===== src/hdl/lbkc_pkg.sv =====
// Package with the types, constants and codes shared by the bitmap key cache.
package lbkc_pkg;

    localparam int CACHE_SLOTS = 32;
    localparam int IDX_W       = $clog2(CACHE_SLOTS);

    localparam int WIDTH_W = 16;
    localparam int HEIGHT_W = 16;
    localparam int BPP_W = 3;
    localparam int HASH_W = 64;

    typedef logic [IDX_W-1:0] slot_idx_t;
    typedef logic [IDX_W:0]   slot_cnt_t;

    typedef struct packed {
        logic [WIDTH_W-1:0]  bitmap_width;
        logic [HEIGHT_W-1:0] bitmap_height;
        logic [BPP_W-1:0]    pixel_bytes;
        logic [HASH_W-1:0]   content_hash;
    } key_t;

    typedef enum logic [1:0] {
        STATUS_NOT_CACHED = 2'd0,
        STATUS_CACHED     = 2'd1,
        STATUS_INSERTED   = 2'd2,
        STATUS_EVICTED    = 2'd3
    } status_t;

    typedef enum logic [2:0] {
        ST_IDLE,
        ST_SCAN,
        ST_HIT,
        ST_VREAD,
        ST_MISS,
        ST_OUT
    } ctrl_state_t;

    // Commands from the controller to the datapath.
    typedef struct packed {
        logic accept;
        logic set_nc;
        logic scan;
        logic hit_upd;
        logic vread;
        logic miss_upd;
        logic out_load;
    } cmd_t;

    // Status from the datapath to the controller.
    typedef struct packed {
        logic in_valid;
        logic in_unsupported;
        logic match;
        logic scan_done;
        logic out_free;
    } sts_t;

endpackage


===== src/hdl/lbkc_ctrl.sv =====
// Controller state machine that sequences lookup, update and result delivery.
module lbkc_ctrl (
    input  logic           clk,
    input  logic           rst_n,
    input  lbkc_pkg::sts_t sts,
    output lbkc_pkg::cmd_t cmd,
    output logic           in_ready
);
    import lbkc_pkg::*;

    ctrl_state_t state_reg;
    ctrl_state_t state_next;

    always_ff @(posedge clk or negedge rst_n)
    begin
        if (!rst_n)
        begin
            state_reg <= ST_IDLE;
        end
        else
        begin
            state_reg <= state_next;
        end
    end

    always_comb
    begin
        state_next = state_reg;
        cmd        = '0;
        in_ready   = 1'b0;
        case (state_reg)
            ST_IDLE:
            begin
                in_ready = 1'b1;
                if (sts.in_valid)
                begin
                    cmd.accept = 1'b1;
                    if (sts.in_unsupported)
                    begin
                        cmd.set_nc = 1'b1;
                        state_next = ST_OUT;
                    end
                    else
                    begin
                        state_next = ST_SCAN;
                    end
                end
            end
            ST_SCAN:
            begin
                cmd.scan = 1'b1;
                if (sts.match)
                begin
                    state_next = ST_HIT;
                end
                else if (sts.scan_done)
                begin
                    state_next = ST_VREAD;
                end
            end
            ST_HIT:
            begin
                cmd.hit_upd = 1'b1;
                state_next  = ST_OUT;
            end
            ST_VREAD:
            begin
                cmd.vread  = 1'b1;
                state_next = ST_MISS;
            end
            ST_MISS:
            begin
                cmd.miss_upd = 1'b1;
                state_next   = ST_OUT;
            end
            ST_OUT:
            begin
                if (sts.out_free)
                begin
                    cmd.out_load = 1'b1;
                    state_next   = ST_IDLE;
                end
            end
            default:
            begin
                state_next = ST_IDLE;
            end
        endcase
    end

endmodule


===== config.mk =====
export PLATFORM = sky130hd
export DESIGN_NAME = lbkc_ctrl
export DESIGN_NICKNAME = d
export VERILOG_FILES = /design/src/hdl/lbkc_pkg.sv /design/src/hdl/lbkc_ctrl.sv
export SDC_FILE = /design/constraint.sdc
export NUM_CORES = 1
export LEC_CHECK = 0
export BUFFER_PORTS_ARGS = -buffer_cell sky130_fd_sc_hd__buf_2
export CORE_AREA = 5 5 42 44
export DETAILED_ROUTE_END_ITERATION = 6
export DIE_AREA = 0 0 47 49
export PLACE_DENSITY = 0.37
export SLEW_MARGIN = 5
export SYNTH_ARGS = -nofsm -noshare
export SYNTH_HDL_FRONTEND = slang
export SYNTH_SLANG_ARGS = --single-unit

===== constraint.sdc =====
create_clock -name clk -period 1.25 [get_ports clk]
set_input_delay 0 -clock clk [delete_from_list [all_inputs] [get_ports clk]]
set_output_delay 0 -clock clk [all_outputs]
set_load 0.02 [all_outputs]

**Word-level counts from Yosys, hierarchy flattened**

Cells that the tools add are included.

- Logic and storage cells: 28
- Register bits: 3
- Input bits: 7

- Equal/unequal tests: 8
- Reduce and logical (&&, ||, !) cells: 3
- Mux-type cells: 16

Operators with widths:

| kind | count |
|---|---|
| $mux 3 | 5 |
| $pmux 3 s5 | 1 |
| $mux 1 | 8 |
| $eq 3x2->1 const B | 2 |
| $eq 3x3->1 const B | 2 |
| $mux 2 | 2 |
| $ne 2x2->1 const B | 2 |
| $eq 3x1->1 const B | 1 |
| $logic_not 3->1 | 1 |
| $ne 3x3->1 const B | 1 |
| $reduce_and 3->1 | 1 |
| $reduce_or 2->1 | 1 |

**Depth between registers and ports, before layout**

Gate-level depths: netlist of run 1.

- Word-level depth: 3
- Depth in mapped cells: 3
- Depth with buffers taken out: 2

**Worst setup path after synthesis of run 1**

No wires, ideal clock.

- Path kind: reg-to-output
- Start: reg state_reg[0]
- End: out cmd[5] in the netlist's numbering
- Arrival time: 1201 ps
- Path slack: 49 ps
- Stages on the path, launching flop included: 3
- Data required time: 1250 ps
- Path buffers: 0
- Cell sequence: dfrtp_1 nor3_2 and3_1

RTL lines:

| item | line | text |
|---|---|---|
| start, declared | lbkc_ctrl.sv:11 | `ctrl_state_t state_reg;` |
| start signal, assigned | lbkc_ctrl.sv:22 | `state_reg <= state_next;` |
| end, declared | lbkc_ctrl.sv:6 | `output lbkc_pkg::cmd_t cmd,` |

==> run_results.csv, run 1 <==
group,metric,value,unit
status,status,"finished clean",
sta,rsz0062_at_grt,"true",
worst_setup_path,endpoint_kind,"primary output",
synthesis,synth_top_flop_cell,"dfrtp_1",
sta,holdWs,15.6,ps
finish,layout_common_cells,"buf_2 (10), buf_4 (9), clkbuf_4 (3), buf_6 (3), dfrtp_2 (3)",
sta,hold_violations,0,
synthesis,syn-num-nets,30,
worst_setup_path,start_kind,"flip-flop",
clocking,cts_tree,"yes",
routing,routed_wl,749,microns
hold_path,hold_path_depth,2,
worst_setup_path,slowest_delay,430,ps
worst_setup_path,regToRegSetupSlack,60,ps
clocking,cts_root_buf,"clkbuf_4",
clocking,clk_pin_slew,40,ps
synthesis,synth_area_leaders,"dfrtp_1 (32%), a221oi_2 (6.5%), mux2_4 (6.5%), o21a_1 (6.5%), and3_1 (5.4%)",
routing,viasPerCell,4.07,
finish,final_core_util,33.3,%
finish,final_common_cell,"buf_2",
floorplan,ios,15,
synthesis,synth.avg_cell_area,10.1,sq um
routing,first_pass_iters,1,
routing,drc,0,
floorplan,core-area,1400,sq um
finish,antenna_cells,0,
synthesis,ys_ff_latch,3,
synthesis,yosys_warnings,0,
worst_setup_path,reg2regPathDepth,3,
clocking,h-tree-depth,1,
sta,fin_crit_sh,96.8,%
grt,grt_max_degree,11,
clocking,cts_sinks,3,
worst_setup_path,cp_slowest_cell,"dfrtp_2",
grt,grt_pass1_vias,273,
grt,grt-ovfl-total,0,
routing,wl_per_cell,11.2,microns
worst_setup_path,crit_chain,"or2_4 > nor3_2 > buf_4",
sta,slew_headroom,86.9,%
floorplan,rows,14,
synthesis,synth-edff-count,0,
finish,layout-drive-gt1-share,70.6,%
routing,ant_nets,0,
finish,largest_reg_flops,3,
grt,gr-usage-all-layers,7.05,%
placed_design,port_buffers,14,
worst_setup_path,critical_path_required,1250,ps
sta,layout_min_cycle_time,1210,ps
sta,fin_skew,2.07,ps
hold_path,holdCritStartpoint,"sts[2]",
placed_design,place.gp.congestion,0.719,
clocking,cts_buffers,3,
placed_design,detailed_place.area,310,sq um
clocking,clk_latency,230,ps
sta,setup-violations-final,0,
pwr,pwr_density_cell,2750,nW/um^2
routing,detail_route.iter0.violations,0,
hold_path,min_path_type,"primary input to flip-flop",
pwr,p_leak,0.237,nW
worst_setup_path,critPathArrivalTime,1210,ps
worst_setup_path,r2r_end,"state_reg[0]",
finish,nNetsFinal,59,
routing,vias,273,
synthesis,synth_top_cell_area_share,32.4,%
clocking,cts_buffer_depth,2,
synthesis,synth_cell_types,17,
sta,fmax,827,MHz
floorplan,initial_core_util,16.5,%
synthesis,synth-seq-area-share,32.4,%
grt,grt_pass1_wl,1.21,mm
finish,design_area,467,sq um
run,max_cap_violations,0,
worst_setup_path,critPathKind,"flip-flop to primary output",
floorplan,die_h,49,microns
sta,slew_viol_final,0,
sta,tightest_slew,196,ps
synthesis,syn_inst,23,
floorplan,die_w,47,microns
pwr,vdd_drop_max,0.00112,V
synthesis,syn-cell-area,231,sq um
grt,antenna_found_initial,0,
synthesis,yosysTopAreaCell,"dfrtp_1",
worst_setup_path,path_max_fanout,4,
hold_path,holdPathEnd,"state_reg[1]",
synthesis,async_reset_ff_share,100,%
floorplan,fp.dieArea,2300,sq um
worst_setup_path,r2r_start,"state_reg[2]",
placed_design,dpl.hpwl,497,microns
finish,area_growth_syn_to_layout,102,%
## Yosys cell counts (2+ instances only)
cell type,number
nor2_1,2
and3_1,2
inv_1,2
dfrtp_1,3
o21a_1,2
## cell families (layout without fill, tap and decap cells)
| logic type | count (synthesis) | in the layout | synth area share (%) |
|---|---|---|---|
| AND/OR/NAND/NOR | 11 | 11 | 34.6 |
| flip-flops | 3 | 3 | 32.4 |
| buffers and inverters | 3 | 31 | 8.11 |
| multiplexers | 1 | 1 | 6.48 |
| AO/OA/AOI/OAI | 5 | 5 | 18.4 |
## cell type report
type	instances	area [sq um]
Clock buffer	4	26.3
Tap cell	16	20.0
Inverter	2	7.51
Fill cell	159	935
Multi-Input combinational cell	17	158
Sequential cell	3	78.8
Timing Repair Buffer	25	176
## metal layers
metal / routed length [microns] / vias to the layer above / track usage (%)
met1: 317 / 128 / 8.61
met2: 408 / 5 / 10.4
li1: - / 140 / -
met5: 0 / - / 0
met3: 23 / 0 / 2.21
met4: 0 / 0 / 4.15
## power by group
part | switching, mW | total, mW | internal (mW)
Sequential | 0.0971 | 0.255 | 0.158
Clock | 0.0468 | 0.166 | 0.119
Combinational | 0.386 | 0.863 | 0.477
Total | 0.530 | 1.28 | 0.754
## worst max path at each step
| stage | to | slack [ps] | startpoint | cells past startpoint |
|---|---|---|---|---|
| after detailed placement | state_reg[0] | 90 | state_reg[2] | 2 |
| final | cmd[6] | 40 | state_reg[0] | 3 |
| after CTS | cmd[6] | -20 | state_reg[1] | 3 |
| after floorplan | cmd[5] | 50 | state_reg[0] | 2 |
| after global placement | state_reg[0] | 130 | state_reg[2] | 2 |
| after global routing | cmd[0] | -6 | state_reg[2] | 3 |
## worst max-delay path: cells and delay by family, from the launching register on
| kind | cells | cell delay [ps] |
|---|---|---|
| flip-flops | 1 | 430 |
| AND/OR/NAND/NOR | 2 | 380 |
| buffers and inverters | 1 | 160 |
## per-stage QoR
step	std cells	power [mW]	setup slack, ps	setup TNS [ps]
2_1_floorplan	23	0.623	48.9	0
3_3_place_gp	52	0.745	127	0
3_5_place_dp	52	0.749	94.8	0
6_report	67	1.28	40.6	0
5_1_grt	67	1.38	-6.32	-6.32
4_1_cts	62	1.10	-20.5	-20.5
## repair_timing
item	4_1_cts	5_1_grt
setup buffers	4	5
gates resized for setup	7	7
pin swaps	2	3
endpoints found under the hold margin	4	0
hold buffers	2	0
endpoints found under the setup margin	3	4
(Power assumes the default switching activity.)
==> run 2, diff against run 1 <==
- BUFFER_PORTS_ARGS: -buffer_cell sky130_fd_sc_hd__buf_2 -> not set
- CTS_CLUSTER_SIZE: not set -> 12
- DONT_BUFFER_PORTS: not set -> 1
- PLACE_DENSITY: 0.37 -> 0.3
==> run_results.csv, run 2 (synthesized netlist as in run 1, its figures left out) <==
group,metric,value,unit
status,status,"finished clean",
floorplan,rows,14,
pwr,power,1.07,mW
sta,hold_violations,0,
routing,drc,0,
sta,fmax,800,MHz
routing,first_pass_iters,2,
grt,grt_max_degree,11,
finish,area_growth_syn_to_layout,68.6,%
pwr,vdd_drop_max,0.000706,V
finish,nNetsFinal,47,
clocking,cts_root_buf,"clkbuf_4",
clocking,cts_tree,"yes",
routing,wl_per_cell,12.2,microns
sta,rsz0062_at_grt,"true",
grt,busiest_layer,"met2",
routing,vias,243,
finish,fin_cells,55,
sta,layout_min_cycle_time,1250,ps
grt,gr-usage-all-layers,7.47,%
worst_setup_path,critPathArrivalTime,1250,ps
pwr,pwr_density_cell,2740,nW/um^2
finish,largest_reg_flops,3,
run,max_cap_violations,0,
floorplan,die_w,47,microns
clocking,cts_buffer_depth,2,
grt,use_met2,9.73,%
placed_design,port_buffers,0,
routing,routed_wl,670,microns
placed_design,place.gp.congestion,0.629,
grt,grt-ovfl-total,0,
sta,slew_viol_final,0,
routing,viasPerCell,4.42,
finish,final_common_cell,"buf_4",
routing,ant_nets,0,
sta,fin_crit_sh,100,%
worst_setup_path,critPathKind,"flip-flop to primary output",
grt,antenna_found_initial,0,
hold_path,min_path_type,"primary input to async pin",
finish,layout_common_cells,"buf_4 (8), dlygate4sd3_1 (5), clkbuf_4 (3), dfrtp_2 (3)",
sta,setup-tns-final,0,ps
placed_design,dp_cells,42,
worst_setup_path,path_max_fanout,4,
floorplan,ios,15,
clocking,cts_sinks,3,
floorplan,core-area,1400,sq um
floorplan,fp.dieArea,2300,sq um
clocking,clk_latency,240,ps
sta,slew_headroom,83.7,%
clocking,h-tree-depth,1,
grt,grt_pass1_vias,263,
floorplan,die_h,49,microns
grt,grtUsageMet1,7.71,%
sta,tightest_slew,245,ps
grt,grt_use_met3,3.69,%
routing,detail_route.iter0.violations,1,
sta,fin_skew,0.561,ps
worst_setup_path,start_kind,"flip-flop",
grt,grt_pass1_wl,1.15,mm
sta,setup_slack,0.0342,ps
placed_design,dpl.hpwl,473,microns
worst_setup_path,critical_path_required,1250,ps
finish,layout-drive-gt1-share,53.8,%
pwr,p_leak,0.174,nW
floorplan,initial_core_util,16.5,%
worst_setup_path,endpoint_kind,"primary output",
finish,antenna_cells,0,
clocking,cts_buffers,3,
clocking,clk_pin_slew,40,ps
sta,setup-violations-final,0,
placed_design,pre_cts_slack,80.4,ps
## run 2: power breakdown
group	internal [mW]	switching [mW]	total, mW
registers	0.157	0.106	0.263
clock network	0.120	0.0557	0.176
logic	0.322	0.310	0.632
## run 2: area by class of cell
type	count	area [sq um]
inverter	2	7.51
tap	16	20.0
clock buffer	4	26.3
sequential	3	78.8
timing repair buffer	13	110
multi-input combinational	17	148
fill	158	1010
## run 2: path summary, 6_finish.rpt
path	startpoint	end	slack (ps)	cells after the start
max	state_reg[0]	cmd[6]	0.03	3
min	rst_n	state_reg[2]	10	1
max reg2reg	state_reg[1]	state_reg[2]	100	3
min reg2reg	state_reg[0]	state_reg[0]	640	2
max in group asynchronous	rst_n	state_reg[0]	1080	1
min in group clk	sts[3]	state_reg[2]	20	2
## run 2: critical path: stages (launching register included)
cell     delay [ps]
dfrtp_2         430
or2_1           270
nor3_1          140
buf_4           170
## run 2: routing by layer
layer,part of all wire [%],routed length (microns)
met1,42,280
met4,3.4,23
met3,8.5,57
met5,0,0
met2,46,309
## run 2: timing repair
action	4_1_cts	5_1_grt
setup endpoints to repair	3	6
endpoints found under the hold margin	6	0
setup buffers	4	0
hold buffers	5	0
gates resized for setup	5	1
## run 2: through the flow
stage	utilization, %	hold slack [ps]	instance area (sq um)
after floorplan	-	-296	231
after global placement	19.3	-296	270
after detailed placement	19.3	-296	270
after CTS	27.8	15.0	389
after global routing	27.9	15.0	390
final	27.9	11.1	390
==> run 3, diff against run 2 <==
--- a/config.mk
+++ b/config.mk
@@ -6,4 +6,5 @@
 export NUM_CORES = 1
 export LEC_CHECK = 0
+export CAP_MARGIN = 20
 export CORE_AREA = 5 5 42 44
 export CTS_CLUSTER_SIZE = 12
@@ -11,4 +12,5 @@
 export DIE_AREA = 0 0 47 49
 export DONT_BUFFER_PORTS = 1
+export GPL_TIMING_DRIVEN = 0
 export PLACE_DENSITY = 0.3
 export SLEW_MARGIN = 5
==> constraint.sdc (replaced) <==
create_clock -name clk -period 1.25 [get_ports clk]
set_input_delay 0.25 -clock clk [delete_from_list [all_inputs] [get_ports clk]]
set_output_delay 0.25 -clock clk [all_outputs]
set_load 0.02 [all_outputs]
==> run_results.csv, run 3 (synthesized netlist as in run 1, its figures left out) <==
group,metric,value,unit
sta,fmax,632,MHz
pwr,pwr-share-comb,69.9,%
worst_setup_path,critPathBufInv,0,
grt,grt_pass1_wl,1.32,mm
sta,hold_violations,0,
grt,grt_pass1_vias,289,
clocking,cts_root_buf,"clkbuf_4",
status,status,"complete, but fails checks",
grt,antenna_found_initial,0,
pwr,sequentialPowerShare,17.0,%
finish,largest_reg_flops,3,
finish,nNetsFinal,44,
worst_setup_path,start_kind,"flip-flop",
clocking,clk_pin_slew,40,ps
clocking,cts_tree,"yes",
pwr,swShare,43.7,%
worst_setup_path,critPathArrivalTime,1330,ps
pwr,switching_power,577,uW
worst_setup_path,reg2regPathDepth,5,
routing,wl_per_cell,14.8,microns
sta,tightest_slew,393,ps
hold_path,holdCritStartpoint,"sts[1]",
clocking,h-tree-depth,1,
clocking,clk_latency,240,ps
floorplan,rows,14,
finish,antenna_cells,0,
floorplan,fp.dieArea,2300,sq um
sta,fin_crit_sh,127,%
sta,layout_min_cycle_time,1580,ps
floorplan,core-area,1400,sq um
grt,gr-usage-all-layers,8.53,%
finish,design_area,423,sq um
sta,setup_slack,-332,ps
grt,grt-ovfl-total,0,
worst_setup_path,endpoint_kind,"primary output",
routing,first_pass_iters,1,
placed_design,dpl.hpwl,500,microns
routing,ant_nets,0,
status,failed_checks,"negative setup slack",
clocking,cts_buffer_depth,2,
finish,layout-drive-gt1-share,77.8,%
worst_setup_path,crit_chain,"nor3_4 > and3_4",
routing,viasPerCell,4.58,
sta,rsz0062_at_grt,"true",
sta,fin_skew,0.553,ps
worst_setup_path,slowest_delay,420,ps
floorplan,ios,15,
routing,detail_route.iter0.violations,0,
placed_design,place.gp.congestion,0.615,
routing,drc,0,
floorplan,die_w,47,microns
finish,final_common_cell,"buf_4",
worst_setup_path,critical_path_required,1000,ps
hold_path,min_path_type,"primary input to flip-flop",
finish,area_growth_syn_to_layout,82.7,%
sta,slew_headroom,73.7,%
floorplan,die_h,49,microns
clocking,cts_sinks,3,
routing,vias,238,
worst_setup_path,path_delay_family,"simple AND/OR/NAND/NOR gates",
sta,setup-violations-final,9,
sta,slew_viol_final,0,
hold_path,hold_path_depth,1,
worst_setup_path,r2r_start,"state_reg[2]",
pwr,pwr_density_cell,3120,nW/um^2
pwr,vdd_drop_max,0.000943,V
routing,routed_wl,768,microns
worst_setup_path,cp_slowest_cell,"dfrtp_2",
worst_setup_path,path_max_fanout,3,
sta,holdWs,132,ps
placed_design,detailed_place.area,268,sq um
worst_setup_path,crit_cells,2,
finish,nFillCells,163,
worst_setup_path,startpoint,"state_reg[0]",
pwr,p_leak,0.176,nW
worst_setup_path,critPathKind,"flip-flop to primary output",
pwr,pwr-share-clk,13.2,%
grt,grt_max_degree,10,
run,max_cap_violations,0,
pwr,intPower,745,uW
floorplan,initial_core_util,16.5,%
finish,layout_common_cells,"buf_4 (6), clkbuf_4 (3)",
placed_design,port_buffers,0,
clocking,cts_buffers,3,
-- run 3: worst paths after layout --
path	endpoint	slack, ps
min reg2reg	state_reg[0]	630
min	state_reg[1]	130
max reg2reg	state_reg[0]	-160
max in group asynchronous	state_reg[1]	820
max	cmd[5]	-330
min in group asynchronous	state_reg[0]	270
-- run 3: power by group through the flow --
stage                     Combinational [mW]  Clock, mW  Sequential [mW]
after CTS                              0.896      0.177            0.207
after detailed placement               0.505          0            0.240
after global routing                    1.00      0.197            0.228
after floorplan                        0.445          0            0.217
after global placement                 0.502          0            0.239
final                                  0.924      0.174            0.224
-- run 3: what timing repair did --
action / 4_1_cts / 5_1_grt
setup endpoints to repair: 8 / 8
pin swaps: 6 / 4
setup buffers: 6 / 4
hold buffers: 1 / 0
hold endpoints to repair: 3 / 0
gates resized for setup: 16 / 5
-- run 3: metrics by stage --
step	util (%)	setup WS, ps	TNS, ps	cells	total power [mW]
6_report	30.2	-332	-1670	52	1.32
5_1_grt	30.2	-403	-2140	52	1.43
4_1_cts	28.9	-354	-1690	50	1.28
3_5_place_dp	19.1	-181	-393	39	0.744
3_3_place_gp	19.1	-179	-366	39	0.741
2_1_floorplan	-	-85.0	-104	23	0.662
-- run 3: cell type report --
class | count | area [sq um] | share of cell area (%)
sequential | 3 | 77.6 | 18.3
clock buffer | 4 | 26.3 | 6.21
timing repair buffer | 10 | 92.6 | 21.9
tap | 16 | 20.0 | 4.73
inverter | 2 | 7.51 | 1.78
multi-input combinational | 17 | 199 | 47.0
-- run 3: metal layers --
metal	up-vias	routed length, microns	global-route usage (%)	part of all wire (%)
met2	12	384	11.5	50
li1	111	-	-	-
met3	5	80	6.27	10
met5	-	0	0	0
met1	110	271	8.39	35
met4	0	31	6.91	4.0
